==> src/rtl/core/nnpr_pkg.sv <==
package nnpr_pkg;

    localparam int FRAC_BITS_DEF = 16;
    localparam int CNT_W = 6;
    localparam logic [CNT_W-1:0] LINK_STEPS = 6'd33;
    localparam logic [CNT_W-1:0] FIN_STEPS = 6'd32;

    typedef struct packed {
        logic capture;
        logic mul_p;
        logic div_link;
        logic div_step;
        logic mul_w;
        logic term_w;
        logic acc_w;
        logic mul_d;
        logic term_d;
        logic acc_d;
        logic fin_abs;
        logic fin_zero;
        logic fin_sat;
        logic div_fin;
        logic fin_div;
        logic out_load;
    } nnpr_cmd_t;

    typedef struct packed {
        logic last;
        logic s_zero;
        logic csum_zero;
        logic fin_ovf;
    } nnpr_stat_t;

endpackage

==> src/rtl/core/nnpr_ctrl.sv <==
module nnpr_ctrl
    import nnpr_pkg::*;
(
    input  logic       aclk,
    input  logic       aresetn,
    input  logic       s_tvalid,
    output logic       s_tready,
    output logic       m_tvalid,
    input  logic       m_tready,
    input  nnpr_stat_t stat,
    output nnpr_cmd_t  cmd
);

    typedef enum logic [3:0] {
        IDLE, MUL_P, DIV_LINK, DIV_RUN_L, MUL_W, TERM_W, ACC_W, MUL_D, TERM_D,
        ACC_D, FIN_ABS, FIN_CHK, DIV_RUN_F, FIN_DIV, OUTPUT
    } state_t;

    state_t           state_reg, state_next;
    logic [CNT_W-1:0] cnt_reg, cnt_next;
    logic             m_tvalid_reg, m_tvalid_next;

    assign s_tready = (state_reg == IDLE);
    assign m_tvalid = m_tvalid_reg;

    always_comb begin
        cmd           = '0;
        state_next    = state_reg;
        cnt_next      = cnt_reg;
        m_tvalid_next = m_tvalid_reg && !m_tready;
        case (state_reg)
            IDLE: begin
                if (s_tvalid) begin
                    cmd.capture = 1'b1;
                    state_next  = MUL_P;
                end
            end
            MUL_P: begin
                cmd.mul_p  = 1'b1;
                state_next = DIV_LINK;
            end
            DIV_LINK: begin
                cmd.div_link = 1'b1;
                cnt_next     = LINK_STEPS;
                state_next   = stat.s_zero ? MUL_W : DIV_RUN_L;
            end
            DIV_RUN_L: begin
                cmd.div_step = 1'b1;
                cnt_next     = cnt_reg - 1'b1;
                if (cnt_reg == 1) state_next = MUL_W;
            end
            MUL_W: begin
                cmd.mul_w  = 1'b1;
                state_next = TERM_W;
            end
            TERM_W: begin
                cmd.term_w = 1'b1;
                state_next = ACC_W;
            end
            ACC_W: begin
                cmd.acc_w  = 1'b1;
                state_next = MUL_D;
            end
            MUL_D: begin
                cmd.mul_d  = 1'b1;
                state_next = TERM_D;
            end
            TERM_D: begin
                cmd.term_d = 1'b1;
                state_next = ACC_D;
            end
            ACC_D: begin
                cmd.acc_d  = 1'b1;
                state_next = stat.last ? FIN_ABS : IDLE;
            end
            FIN_ABS: begin
                cmd.fin_abs = 1'b1;
                state_next  = FIN_CHK;
            end
            FIN_CHK: begin
                if (stat.csum_zero) begin
                    cmd.fin_zero = 1'b1;
                    state_next   = OUTPUT;
                end else if (stat.fin_ovf) begin
                    cmd.fin_sat = 1'b1;
                    state_next  = OUTPUT;
                end else begin
                    cmd.div_fin = 1'b1;
                    cnt_next    = FIN_STEPS;
                    state_next  = DIV_RUN_F;
                end
            end
            DIV_RUN_F: begin
                cmd.div_step = 1'b1;
                cnt_next     = cnt_reg - 1'b1;
                if (cnt_reg == 1) state_next = FIN_DIV;
            end
            FIN_DIV: begin
                cmd.fin_div = 1'b1;
                state_next  = OUTPUT;
            end
            OUTPUT: begin
                if (!m_tvalid_reg || m_tready) begin
                    cmd.out_load  = 1'b1;
                    m_tvalid_next = 1'b1;
                    state_next    = IDLE;
                end
            end
            default: state_next = IDLE;
        endcase
    end

    always_ff @(posedge aclk) begin
        if (!aresetn) begin
            state_reg    <= IDLE;
            cnt_reg      <= '0;
            m_tvalid_reg <= 1'b0;
        end else begin
            state_reg    <= state_next;
            cnt_reg      <= cnt_next;
            m_tvalid_reg <= m_tvalid_next;
        end
    end

endmodule

==> src/rtl/core/nnpr_datapath.sv <==
module nnpr_datapath
    import nnpr_pkg::*;
#(
    parameter int FRAC_BITS = FRAC_BITS_DEF
) (
    input  logic         aclk,
    input  logic         aresetn,
    input  logic [127:0] s_tdata,
    input  logic         s_tlast,
    input  nnpr_cmd_t    cmd,
    output nnpr_stat_t   stat,
    output logic [79:0]  m_tdata,
    output logic [1:0]   m_tuser
);

    localparam int DW = 64 + FRAC_BITS;

    logic [31:0] c1_reg, xo_reg, c2_reg, xn_reg;
    logic        last_reg;
    logic [32:0] s_reg;
    logic [64:0] prod_reg;
    logic [47:0] rem_reg, div_reg;
    logic [32:0] low_reg;
    logic [63:0] mag_reg;
    logic        mneg_reg;
    logic [47:0] csum_reg;
    logic [63:0] wsum_reg, fsum_reg;
    logic        satseen_reg;
    logic [63:0] w_reg;
    logic        wneg_reg;
    logic [31:0] np_reg;
    logic        zero_reg, rsat_reg;
    logic [31:0] np_out_reg;
    logic [47:0] flux_out_reg;
    logic        zero_out_reg, sat_out_reg;

    logic [32:0] xn_ext, m_w, diff, m_d;
    logic [31:0] mul_a;
    logic [32:0] mul_b;
    logic [32:0] term_m;
    logic        term_neg;
    logic [65:0] pfull;
    logic [48:0] trial;
    logic        ge;
    logic [48:0] csum_add;
    logic [63:0] acc_a;
    logic [64:0] acc_sum;
    logic [63:0] acc_res;
    logic        acc_ovf;
    logic [DW-1:0] dfin;
    logic [DW-33:0] dhi;
    logic [31:0] q;
    logic        q_big;
    logic        flux_clamp;
    logic [47:0] flux_sat;

    assign xn_ext = {xn_reg[31], xn_reg};
    assign m_w    = xn_reg[31] ? 33'(-xn_ext) : xn_ext;
    assign diff   = {xo_reg[31], xo_reg} - xn_ext;
    assign m_d    = diff[32] ? 33'(-diff) : diff;

    always_comb begin
        mul_a = low_reg[31:0];
        mul_b = cmd.mul_d ? m_d : m_w;
        if (cmd.mul_p) begin
            mul_a = c1_reg;
            mul_b = {1'b0, c2_reg};
        end
    end

    assign term_m   = cmd.term_d ? m_d : m_w;
    assign term_neg = cmd.term_d ? diff[32] : xn_reg[31];
    assign pfull = {1'b0, prod_reg}
                 + (low_reg[32] ? {term_m, 33'b0} >> 1 : 66'd0)
                 + (term_neg ? 66'((66'd1 << FRAC_BITS) - 66'd1) : 66'd0);

    assign trial = {rem_reg, low_reg[32]};
    assign ge    = trial >= {1'b0, div_reg};

    assign csum_add = {1'b0, csum_reg} + 49'(low_reg);
    assign acc_a    = cmd.acc_d ? fsum_reg : wsum_reg;
    assign acc_sum  = mneg_reg ? {acc_a[63], acc_a} - {1'b0, mag_reg}
                               : {acc_a[63], acc_a} + {1'b0, mag_reg};
    assign acc_ovf  = acc_sum[64] != acc_sum[63];
    assign acc_res  = acc_ovf ? (acc_sum[64] ? {1'b1, 63'b0} : {1'b0, {63{1'b1}}})
                              : acc_sum[63:0];

    assign dfin = {w_reg, {FRAC_BITS{1'b0}}};
    assign dhi  = dfin[DW-1:32];
    assign q    = low_reg[31:0];
    assign q_big = wneg_reg ? (q > 32'h8000_0000) : (q > 32'h7fff_ffff);

    assign flux_clamp = !((&fsum_reg[63:47]) || !(|fsum_reg[63:47]));
    assign flux_sat   = flux_clamp ? (fsum_reg[63] ? {1'b1, 47'b0} : {1'b0, {47{1'b1}}})
                                   : fsum_reg[47:0];

    assign stat.last      = last_reg;
    assign stat.s_zero    = (s_reg == 33'd0);
    assign stat.csum_zero = (csum_reg == 48'd0);
    assign stat.fin_ovf   = 64'(dhi) >= 64'(csum_reg);

    assign m_tdata = {flux_out_reg, np_out_reg};
    assign m_tuser = {sat_out_reg, zero_out_reg};

    always_ff @(posedge aclk) begin
        if (cmd.capture) begin
            c1_reg   <= s_tdata[31:0];
            xo_reg   <= s_tdata[63:32];
            c2_reg   <= s_tdata[95:64];
            xn_reg   <= s_tdata[127:96];
            last_reg <= s_tlast;
        end
        if (cmd.mul_p) s_reg <= {1'b0, c1_reg} + {1'b0, c2_reg};
        if (cmd.mul_p || cmd.mul_w || cmd.mul_d) begin
            prod_reg <= {33'd0, mul_a} * {32'd0, mul_b};
        end
        if (cmd.div_link) begin
            div_reg <= 48'(s_reg);
            rem_reg <= stat.s_zero ? 48'd0 : 48'(prod_reg[63:32]);
            low_reg <= stat.s_zero ? 33'd0 : {prod_reg[31:0], 1'b0};
        end
        if (cmd.div_fin) begin
            div_reg <= csum_reg;
            rem_reg <= 48'(dhi);
            low_reg <= {dfin[31:0], 1'b0};
        end
        if (cmd.div_step) begin
            rem_reg <= ge ? 48'(trial - {1'b0, div_reg}) : trial[47:0];
            low_reg <= {low_reg[31:0], ge};
        end
        if (cmd.term_w || cmd.term_d) begin
            mag_reg  <= 64'(pfull >> FRAC_BITS);
            mneg_reg <= term_neg;
        end
        if (cmd.fin_abs) begin
            w_reg    <= wsum_reg[63] ? 64'(-wsum_reg) : wsum_reg;
            wneg_reg <= wsum_reg[63];
        end
        if (cmd.fin_zero) begin
            np_reg   <= xo_reg;
            zero_reg <= 1'b1;
            rsat_reg <= 1'b0;
        end
        if (cmd.fin_sat) begin
            np_reg   <= wneg_reg ? 32'h8000_0000 : 32'h7fff_ffff;
            zero_reg <= 1'b0;
            rsat_reg <= 1'b1;
        end
        if (cmd.fin_div) begin
            zero_reg <= 1'b0;
            rsat_reg <= q_big;
            if (q_big) np_reg <= wneg_reg ? 32'h8000_0000 : 32'h7fff_ffff;
            else       np_reg <= wneg_reg ? 32'(-q) : q;
        end
        if (cmd.out_load) begin
            np_out_reg   <= np_reg;
            flux_out_reg <= flux_sat;
            zero_out_reg <= zero_reg;
            sat_out_reg  <= satseen_reg || rsat_reg || flux_clamp;
        end
    end

    always_ff @(posedge aclk) begin
        if (!aresetn) begin
            csum_reg    <= '0;
            wsum_reg    <= '0;
            fsum_reg    <= '0;
            satseen_reg <= 1'b0;
        end else if (cmd.out_load) begin
            csum_reg    <= '0;
            wsum_reg    <= '0;
            fsum_reg    <= '0;
            satseen_reg <= 1'b0;
        end else begin
            if (cmd.acc_w) begin
                csum_reg <= csum_add[48] ? {48{1'b1}} : csum_add[47:0];
                wsum_reg <= acc_res;
                if (csum_add[48] || acc_ovf) satseen_reg <= 1'b1;
            end
            if (cmd.acc_d) begin
                fsum_reg <= acc_res;
                if (acc_ovf) satseen_reg <= 1'b1;
            end
        end
    end

endmodule

==> src/rtl/core/network_node_pressure_relax_unit.sv <==
// network node pressure relaxation, one jacobi step of a resistor network node
// s_ channel: one word per neighbor link; s_tlast marks the node's final neighbor
// m_ channel: one word per node, after the word carrying s_tlast
// each neighbor word passes through capture, a 32x33 multiply for c1*c2,
// a 33-step restoring divide for the link conductance, then two multiply,
// round and saturating-accumulate passes on the shared multiplier;
// the divide is skipped when both conductances are zero
// a last word adds the final divide, 32 steps on the shared radix-2 divider,
// skipped when the total conductance is zero or the quotient overflows,
// before the result sits in the output register
// s_tready is high only while the sequencer waits for a word
// the output register holds a result until m_tready takes it; the next node's
// words are accepted meanwhile, and only a second result waits on the first
// reset clears the sums, the sequencer and m_tvalid; no clearing pass
module network_node_pressure_relax_unit
    import nnpr_pkg::*;
#(
    parameter int FRAC_BITS = FRAC_BITS_DEF
) (
    input  logic         aclk,
    input  logic         aresetn,
    input  logic         s_tvalid,
    output logic         s_tready,
    // own_conductance, own_pressure, neighbor_conductance, neighbor_pressure
    input  logic [127:0] s_tdata,
    input  logic         s_tlast,
    output logic         m_tvalid,
    input  logic         m_tready,
    // new_pressure, node_flux
    output logic [79:0]  m_tdata,
    // zero_conductance, saturated
    output logic [1:0]   m_tuser
);

    nnpr_cmd_t  cmd;
    nnpr_stat_t stat;

    nnpr_ctrl u_ctrl (
        .aclk     (aclk),
        .aresetn  (aresetn),
        .s_tvalid (s_tvalid),
        .s_tready (s_tready),
        .m_tvalid (m_tvalid),
        .m_tready (m_tready),
        .stat     (stat),
        .cmd      (cmd)
    );

    nnpr_datapath #(.FRAC_BITS(FRAC_BITS)) u_datapath (
        .aclk    (aclk),
        .aresetn (aresetn),
        .s_tdata (s_tdata),
        .s_tlast (s_tlast),
        .cmd     (cmd),
        .stat    (stat),
        .m_tdata (m_tdata),
        .m_tuser (m_tuser)
    );

endmodule

==> config.mk <==
export PLATFORM = sky130hd
export DESIGN_NAME = network_node_pressure_relax_unit
export DESIGN_NICKNAME = d
export VERILOG_FILES = /design/src/rtl/core/nnpr_pkg.sv /design/src/rtl/core/nnpr_ctrl.sv /design/src/rtl/core/nnpr_datapath.sv /design/src/rtl/core/network_node_pressure_relax_unit.sv
export SDC_FILE = /design/constraint.sdc
export NUM_CORES = 2
export LEC_CHECK = 0
export ABC_AREA = 1
export BUFFER_PORTS_ARGS = -buffer_cell sky130_fd_sc_hd__clkbuf_2
export CAP_MARGIN = 20
export CORE_ASPECT_RATIO = 1.25
export CORE_MARGIN = 4
export CORE_UTILIZATION = 30
export DETAILED_ROUTE_END_ITERATION = 16
export PLACE_DENSITY_LB_ADDON = 0.3
export SYNTH_ARGS = -nofsm -noshare
export SYNTH_HDL_FRONTEND = slang
export SYNTH_SLANG_ARGS = --single-unit
==> constraint.sdc <==
create_clock -name aclk -period 29.7 [get_ports aclk]
set_clock_uncertainty 0.05 [all_clocks]
set_input_delay 7.425 -clock aclk [delete_from_list [all_inputs] [get_ports aclk]]
set_output_delay 7.425 -clock aclk [all_outputs]
set_load 0.02 [all_outputs]
# Word-level counts from Yosys, hierarchy flattened
# Cells that the tools add are included.
[classes]
n_addsub = 13
n_mul = 1
magnitude_cmp = 4
n_eq_ne = 22
n_mux = 76
bitwise = 1
reduce_logical = 27
[ops]
columns = ["cell", "count"]
rows = [
  ["48-bit 2-to-1 mux", 9],
  ["33-bit 2-to-1 mux", 9],
  ["32-bit 2-to-1 mux", 8],
  ["64-bit 2-to-1 mux", 3],
  ["65-bit 2-to-1 mux", 2],
  ["65-bit by 66-bit adder with 66-bit output", 1],
  ["66-bit adder", 1],
  ["33-bit negation", 2],
  ["64-bit by 51-bit adder with 65-bit output", 1],
  ["32-bit by 33-bit multiplier with 65-bit output", 1],
  ["64-bit by 51-bit subtractor with 65-bit output", 1],
  ["64-bit negation", 1],
  ["63-bit 2-to-1 mux", 1],
  ["4-bit case mux with 15 select lines", 1],
  ["48-bit by 33-bit adder with 49-bit output", 1],
  ["49-bit by 48-bit >= comparator with 1-bit output", 1],
  ["48-bit >= comparator", 1],
  ["48-bit logical NOT", 1],
  ["48-bit subtractor", 1],
  ["32-bit by 32-bit adder with 33-bit output", 1],
  ["33-bit logical NOT", 1],
  ["32-bit by 32-bit subtractor with 33-bit output", 1],
  ["32-bit by 31-bit greater-than comparator with 1-bit output (second input constant)", 1],
  ["32-bit greater-than comparator (second input constant)", 1],
  ["29 further kinds", 93],
]
[totals]
reg_bits = 776
inputBits = 133
out_inout_bits = 84
elab_cells = 173

# Logic depth before layout (Yosys ltp)
[depth]
ltp_word = 11
mapped_depth = 53
ltp_nobuf = 52

# By module
# Synthesis repeated with hierarchy kept, for this count alone.
[unflattened]
hier_cells = 11116
area_unflattened_um2 = 87959.4
[by_module_without_submodules]
columns = ["module", "n_inst", "cells_each", "area_each_um2", "seq_area_each_um2"]
rows = [
  ["nnpr_datapath", 1, 10971, 87113.5, 21190.3],
  ["nnpr_ctrl", 1, 145, 845.8, 220.2],
]

# Least setup slack after synthesis
# No wires, ideal clock.
[synth_timing]
path_type = "input-to-reg"
startpoint = "input s_tvalid"
endpoint = "register u_datapath.c1_reg[0], enable pin"
arrival_time_ns = 12.777
required_ns = 29.031
slack_ns = 16.254
stages = 2
cell_sequence = "inv_1 -> nor2_1"
[synth_lines]
columns = ["element", "line", "text"]
rows = [
  ["start: declaration", "network_node_pressure_relax_unit.sv:22", "input logic s_tvalid,"],
  ["end signal: assignment", "nnpr_datapath.sv:107", "c1_reg <= s_tdata[31:0];"],
  ["end: declaration", "nnpr_datapath.sv:18", "logic [31:0] c1_reg, xo_reg, c2_reg, xn_reg;"],
]

# Worst setup path after layout
[layout_timing]
startpoint = "register u_datapath.xn_reg[31]"
endpoint = "register u_datapath.prod_reg[59], data pin"
[layout_via]
elab_chain_cells = 6
[layout_rtl]
columns = ["element", "line", "text"]
rows = [
  ["start: declaration", "nnpr_datapath.sv:18", ""],
  ["start signal: assignment", "nnpr_datapath.sv:110", "xn_reg <= s_tdata[127:96];"],
  ["32-bit by 32-bit subtractor with 33-bit output", "nnpr_datapath.sv:59", "assign diff = {xo_reg[31], xo_reg} - xn_ext;"],
  ["33-bit negation", "nnpr_datapath.sv:60", "assign m_d = diff[32] ? 33'(-diff) : diff;"],
  ["33-bit 2-to-1 mux", "nnpr_datapath.sv:60", ""],
  ["33-bit 2-to-1 mux *", "nnpr_datapath.sv:64", "mul_b = cmd.mul_d ? m_d : m_w;"],
  ["33-bit 2-to-1 mux *", "nnpr_datapath.sv:65", "if (cmd.mul_p) begin"],
  ["32-bit by 33-bit multiplier with 65-bit output *", "nnpr_datapath.sv:115", "prod_reg <= {33'd0, mul_a} * {32'd0, mul_b};"],
  ["end signal: assignment", "nnpr_datapath.sv:115", ""],
  ["end: declaration", "nnpr_datapath.sv:21", "logic [64:0] prod_reg;"],
]
# Every way passes the cells marked *; elsewhere a longest branch is shown, timed or not.
# A chain may end at the register's enable or synchronous reset.

==> summary.md <==
| Metric | Value |
|---|---|
| Syn avg cell area | 7.94 µm² |
| Post-DP HPWL | 298 mm |
| # IOs | ~220 |
| Syn-to-layout area delta | 9.42% |
| Setup Buffers After CTS | 0 |
| #FFs+latches synth | slightly below 800 |
| Worst rel slew slack | 0.168 |
| Reg-to-reg slack, setup | approximately 18 ns |
| Synthesized net count | 12700 |
| Crit Path Max Fanout | 29 |
| Synth Cell Area | 87800 µm² |
| Routed Antenna Nets | 0 |
| Seq/Total Area, Yosys | 0.244 |
| Period Utilization, post-route | 0.410 |
| HP Class | reg -> reg |
| Routed via count | 77200 |
| Crit path kind | reg -> reg |
| Tmin final | 12.19 ns |
| Gr usage total | 0.239 |
| CORE AREA | 291000 µm² |
| Least-Margin Pin Slew | approximately 1.2 ns |
| Number of synthesized flops with an enable pin | slightly below 600 |
| Reg clk slew, reported paths | 0.07 ns |
| Rows | 221 |
| CP Data Required Time | 30.08 ns |
| Clock Path Buffers | 3 |
| RR Startpoint | u_datapath.xn_reg[31]$_DFFE_PP_ |
| RSZ-0062 raised after global routing | false |
| Nets@finish | roughly 13000 |
| Synth warnings | 0 |
| Vias in the first global route | 78900 |
| Post-Route WL | 368 mm |
| Max Slew Vio Count | 0 |
| Status | completed |
| DRC Markers | 0 |
| Max FFs per register | 65 |
| Post-route setup TNS | 0 ns |
| Worst setup path endpoint | u_datapath.prod_reg[59]$_DFFE_PP_ |
| Worst r2r dst | u_datapath.prod_reg[59]$_DFFE_PP_ |
| Initial DRC Count | 6452 |
| Avg Vias per Cell | 5.12 |
| Critical Path End Type | flip-flop |
| Final GP Congestion | 1.03 |
| Total gr overflow | 0 |
| I/O Buffers | around 220 |
| Wire length of the first global-routing pass | 530 mm |
| Slowest CP cell | edfxtp_1 |
| Full die area | roughly 300000 µm² |
| Largest net degree at the start of global routing | between 90 and 100 |
| Height of the die | 613 µm |
| Share of cells above drive strength 1 | 0.0610 |
| Initial antenna violation count | 18 |
| Ys flop type | edfxtp_1 |
| Max-Cap Viols | 0 |
| Fill count | 31200 |
| Async set-or-reset flop fraction in the synthesized netlist | 0 |
| PostCTS Resize Cnt | 0 |
| CTS Buf Count | 81 |
| Max Freq | 82.0 MHz |
| H-tree depth | 3 |
| Root Buffer | clkbuf_16 |
| Clock sink count | about 780 |
| Worst setup path startpoint | u_datapath.xn_reg[31]$_DFFE_PP_ |
| Data arrival, critical path | 12.57 ns |
| Hold Buf Count CTS | 0 |
| Synthesized instance count | 11100 |
| Reg2reg path depth | 42 |
| Initial Util | 0.302 |
| Worst-Skew Late Latency | between 0.7 and 0.8 ns |
| Worst Setup Start Kind | flip-flop |
| Die width | 492 µm |
| Synth unique cells | 74 |
| Setup-failing EPs final | 0 |
| Hold Violations, Final | 0 |
| CP most frequent cell | nand2_1 |
| Initial DRT Pass Iterations | 6 |
| Critical Path Max Stage Delay | 0.82 ns |
| CTS tree | done |
| Drt wl/cell | 24.3 µm |
| Worst hold path depth | 0 |
synth_stat cells (20+ instances only):
library cell / number / area share
a211oi_1: 21 / 0.0018
a21boi_0: 21 / 0.0018
a21o_1: 33 / 0.0028
a21oi_1: 584 / 0.033
a221oi_1: 24 / 0.0024
a31oi_1: 94 / 0.0067
buf_2: 65 / 0.0037
buf_4: 23 / 0.0020
clkbuf_1: 265 / 0.011
dfxtp_1: 189 / 0.043
edfxtp_1: 587 / 0.20
fa_1: 931 / 0.21
ha_1: 576 / 0.082
inv_1: 2144 / 0.092
inv_2: 22 / 0.00094
nand2_1: 2002 / 0.086
nand2_2: 23 / 0.0016
nand3_1: 523 / 0.030
nand4_1: 126 / 0.0090
nor2_1: 1179 / 0.050
nor2_2: 24 / 0.0017
nor3_1: 99 / 0.0056
nor4_1: 63 / 0.0045
o211ai_1: 112 / 0.0096
o21a_1: 33 / 0.0028
o21ai_0: 557 / 0.032
o21ai_1: 25 / 0.0014
o21bai_1: 24 / 0.0021
o22ai_1: 24 / 0.0017
o31ai_1: 20 / 0.0017
xnor2_1: 116 / 0.012
xor2_1: 354 / 0.035
layout make-up:
class	count	area, µm²	share of cell area
multi-input cells	7719	56700	0.590
flip-flops and latches	776	21400	0.223
diodes	7	17.5	0.000182
well taps	3902	4880	0.0508
inverters	2183	8210	0.0854
clock buffers	93	2070	0.0216
repair buffers	363	2180	0.0227
clock inverters	56	603	0.00628
layer usage:
metal  share of wire  vias up  wire length, µm  track usage
met5         0.00016        -               57            0
met4           0.087       10            32000        0.173
met3           0.065     1033            23700       0.0358
met2            0.48     3155           177000        0.413
met1            0.37    37700           135000        0.270
li1                -    35300                -            -
critical path: cells and delay by family (launching register included):
kind / cells / cell delay, ns
adders and majority gates: 10 / 4.87
and+or+nand+nor: 20 / 3.71
buffers and inverters: 7 / 1.35
AOI/OAI and AO/OA: 3 / 0.71
DFF: 1 / 0.82
xor gates and xnor gates: 2 / 0.35
layout by cell type (no fill, tap or decap), types with 20 or more instances in the layout:
cell       count
ha_1         576
xor2_1       354
o21a_1        33
a21oi_1      583
o21bai_1      24
nand4_1      126
clkbuf_2     216
inv_2         25
xnor2_1      116
inv_1       2139
o22ai_1       24
clkinv_1      20
o211ai_1     112
nor3_1        99
nor2_1      1172
a21o_1        33
buf_4        147
clkbuf_16     81
a21boi_0      21
fa_1         931
o21ai_1       29
o21ai_0      538
a31oi_1       93
edfxtp_1     587
dfxtp_1      188
nor4_1        63
nand2_2       25
nand2_1     1997
o31ai_1       20
a211oi_1      21
nor2_2        24
a221oi_1      24
nand3_1      522
worst min path at each step:
stage,from,end,slack (ns)
floorplan,u_datapath.np_reg[0]$_DFFE_PP_,u_datapath.np_out_reg[0]$_DFFE_PP_,0.35
global placement,u_datapath.np_reg[0]$_DFFE_PP_,u_datapath.np_out_reg[0]$_DFFE_PP_,0.35
detailed placement,u_datapath.np_reg[13]$_DFFE_PP_,u_datapath.np_out_reg[13]$_DFFE_PP_,0.35
CTS,u_datapath.np_reg[23]$_DFFE_PP_,u_datapath.np_out_reg[23]$_DFFE_PP_,0.37
global route,u_datapath.np_reg[9]$_DFFE_PP_,u_datapath.np_out_reg[9]$_DFFE_PP_,0.38
finish,u_datapath.np_reg[26]$_DFFE_PP_,u_datapath.np_out_reg[26]$_DFFE_PP_,0.37
cell families after synthesis:
kind of cell,count (synthesis),synth area share
AND/OR/NAND/NOR,4116,0.196
AO/OA/AOI/OAI,1619,0.105
XOR/XNOR,477,0.0482
flip-flops,776,0.244
adder cells (fa/ha/maj),1507,0.294
buffers and inverters,2565,0.113
through the flow:
stage	std cells	worst slack (ns)	hold WS, ns	cell area [µm²]	util
floorplan	11100	16.25	0.350	87800	-
global placement	14900	17.91	0.352	93400	0.321
detailed placement	14900	17.80	0.355	93400	0.321
CTS	15100	17.78	0.371	96000	0.330
global route	15100	17.07	0.378	96000	0.331
finish	15100	17.51	0.369	96100	0.331
Power is left out: the tool's default activity adds up to more than one toggle a clock period on the data nets, which glitch-free logic cannot reach.
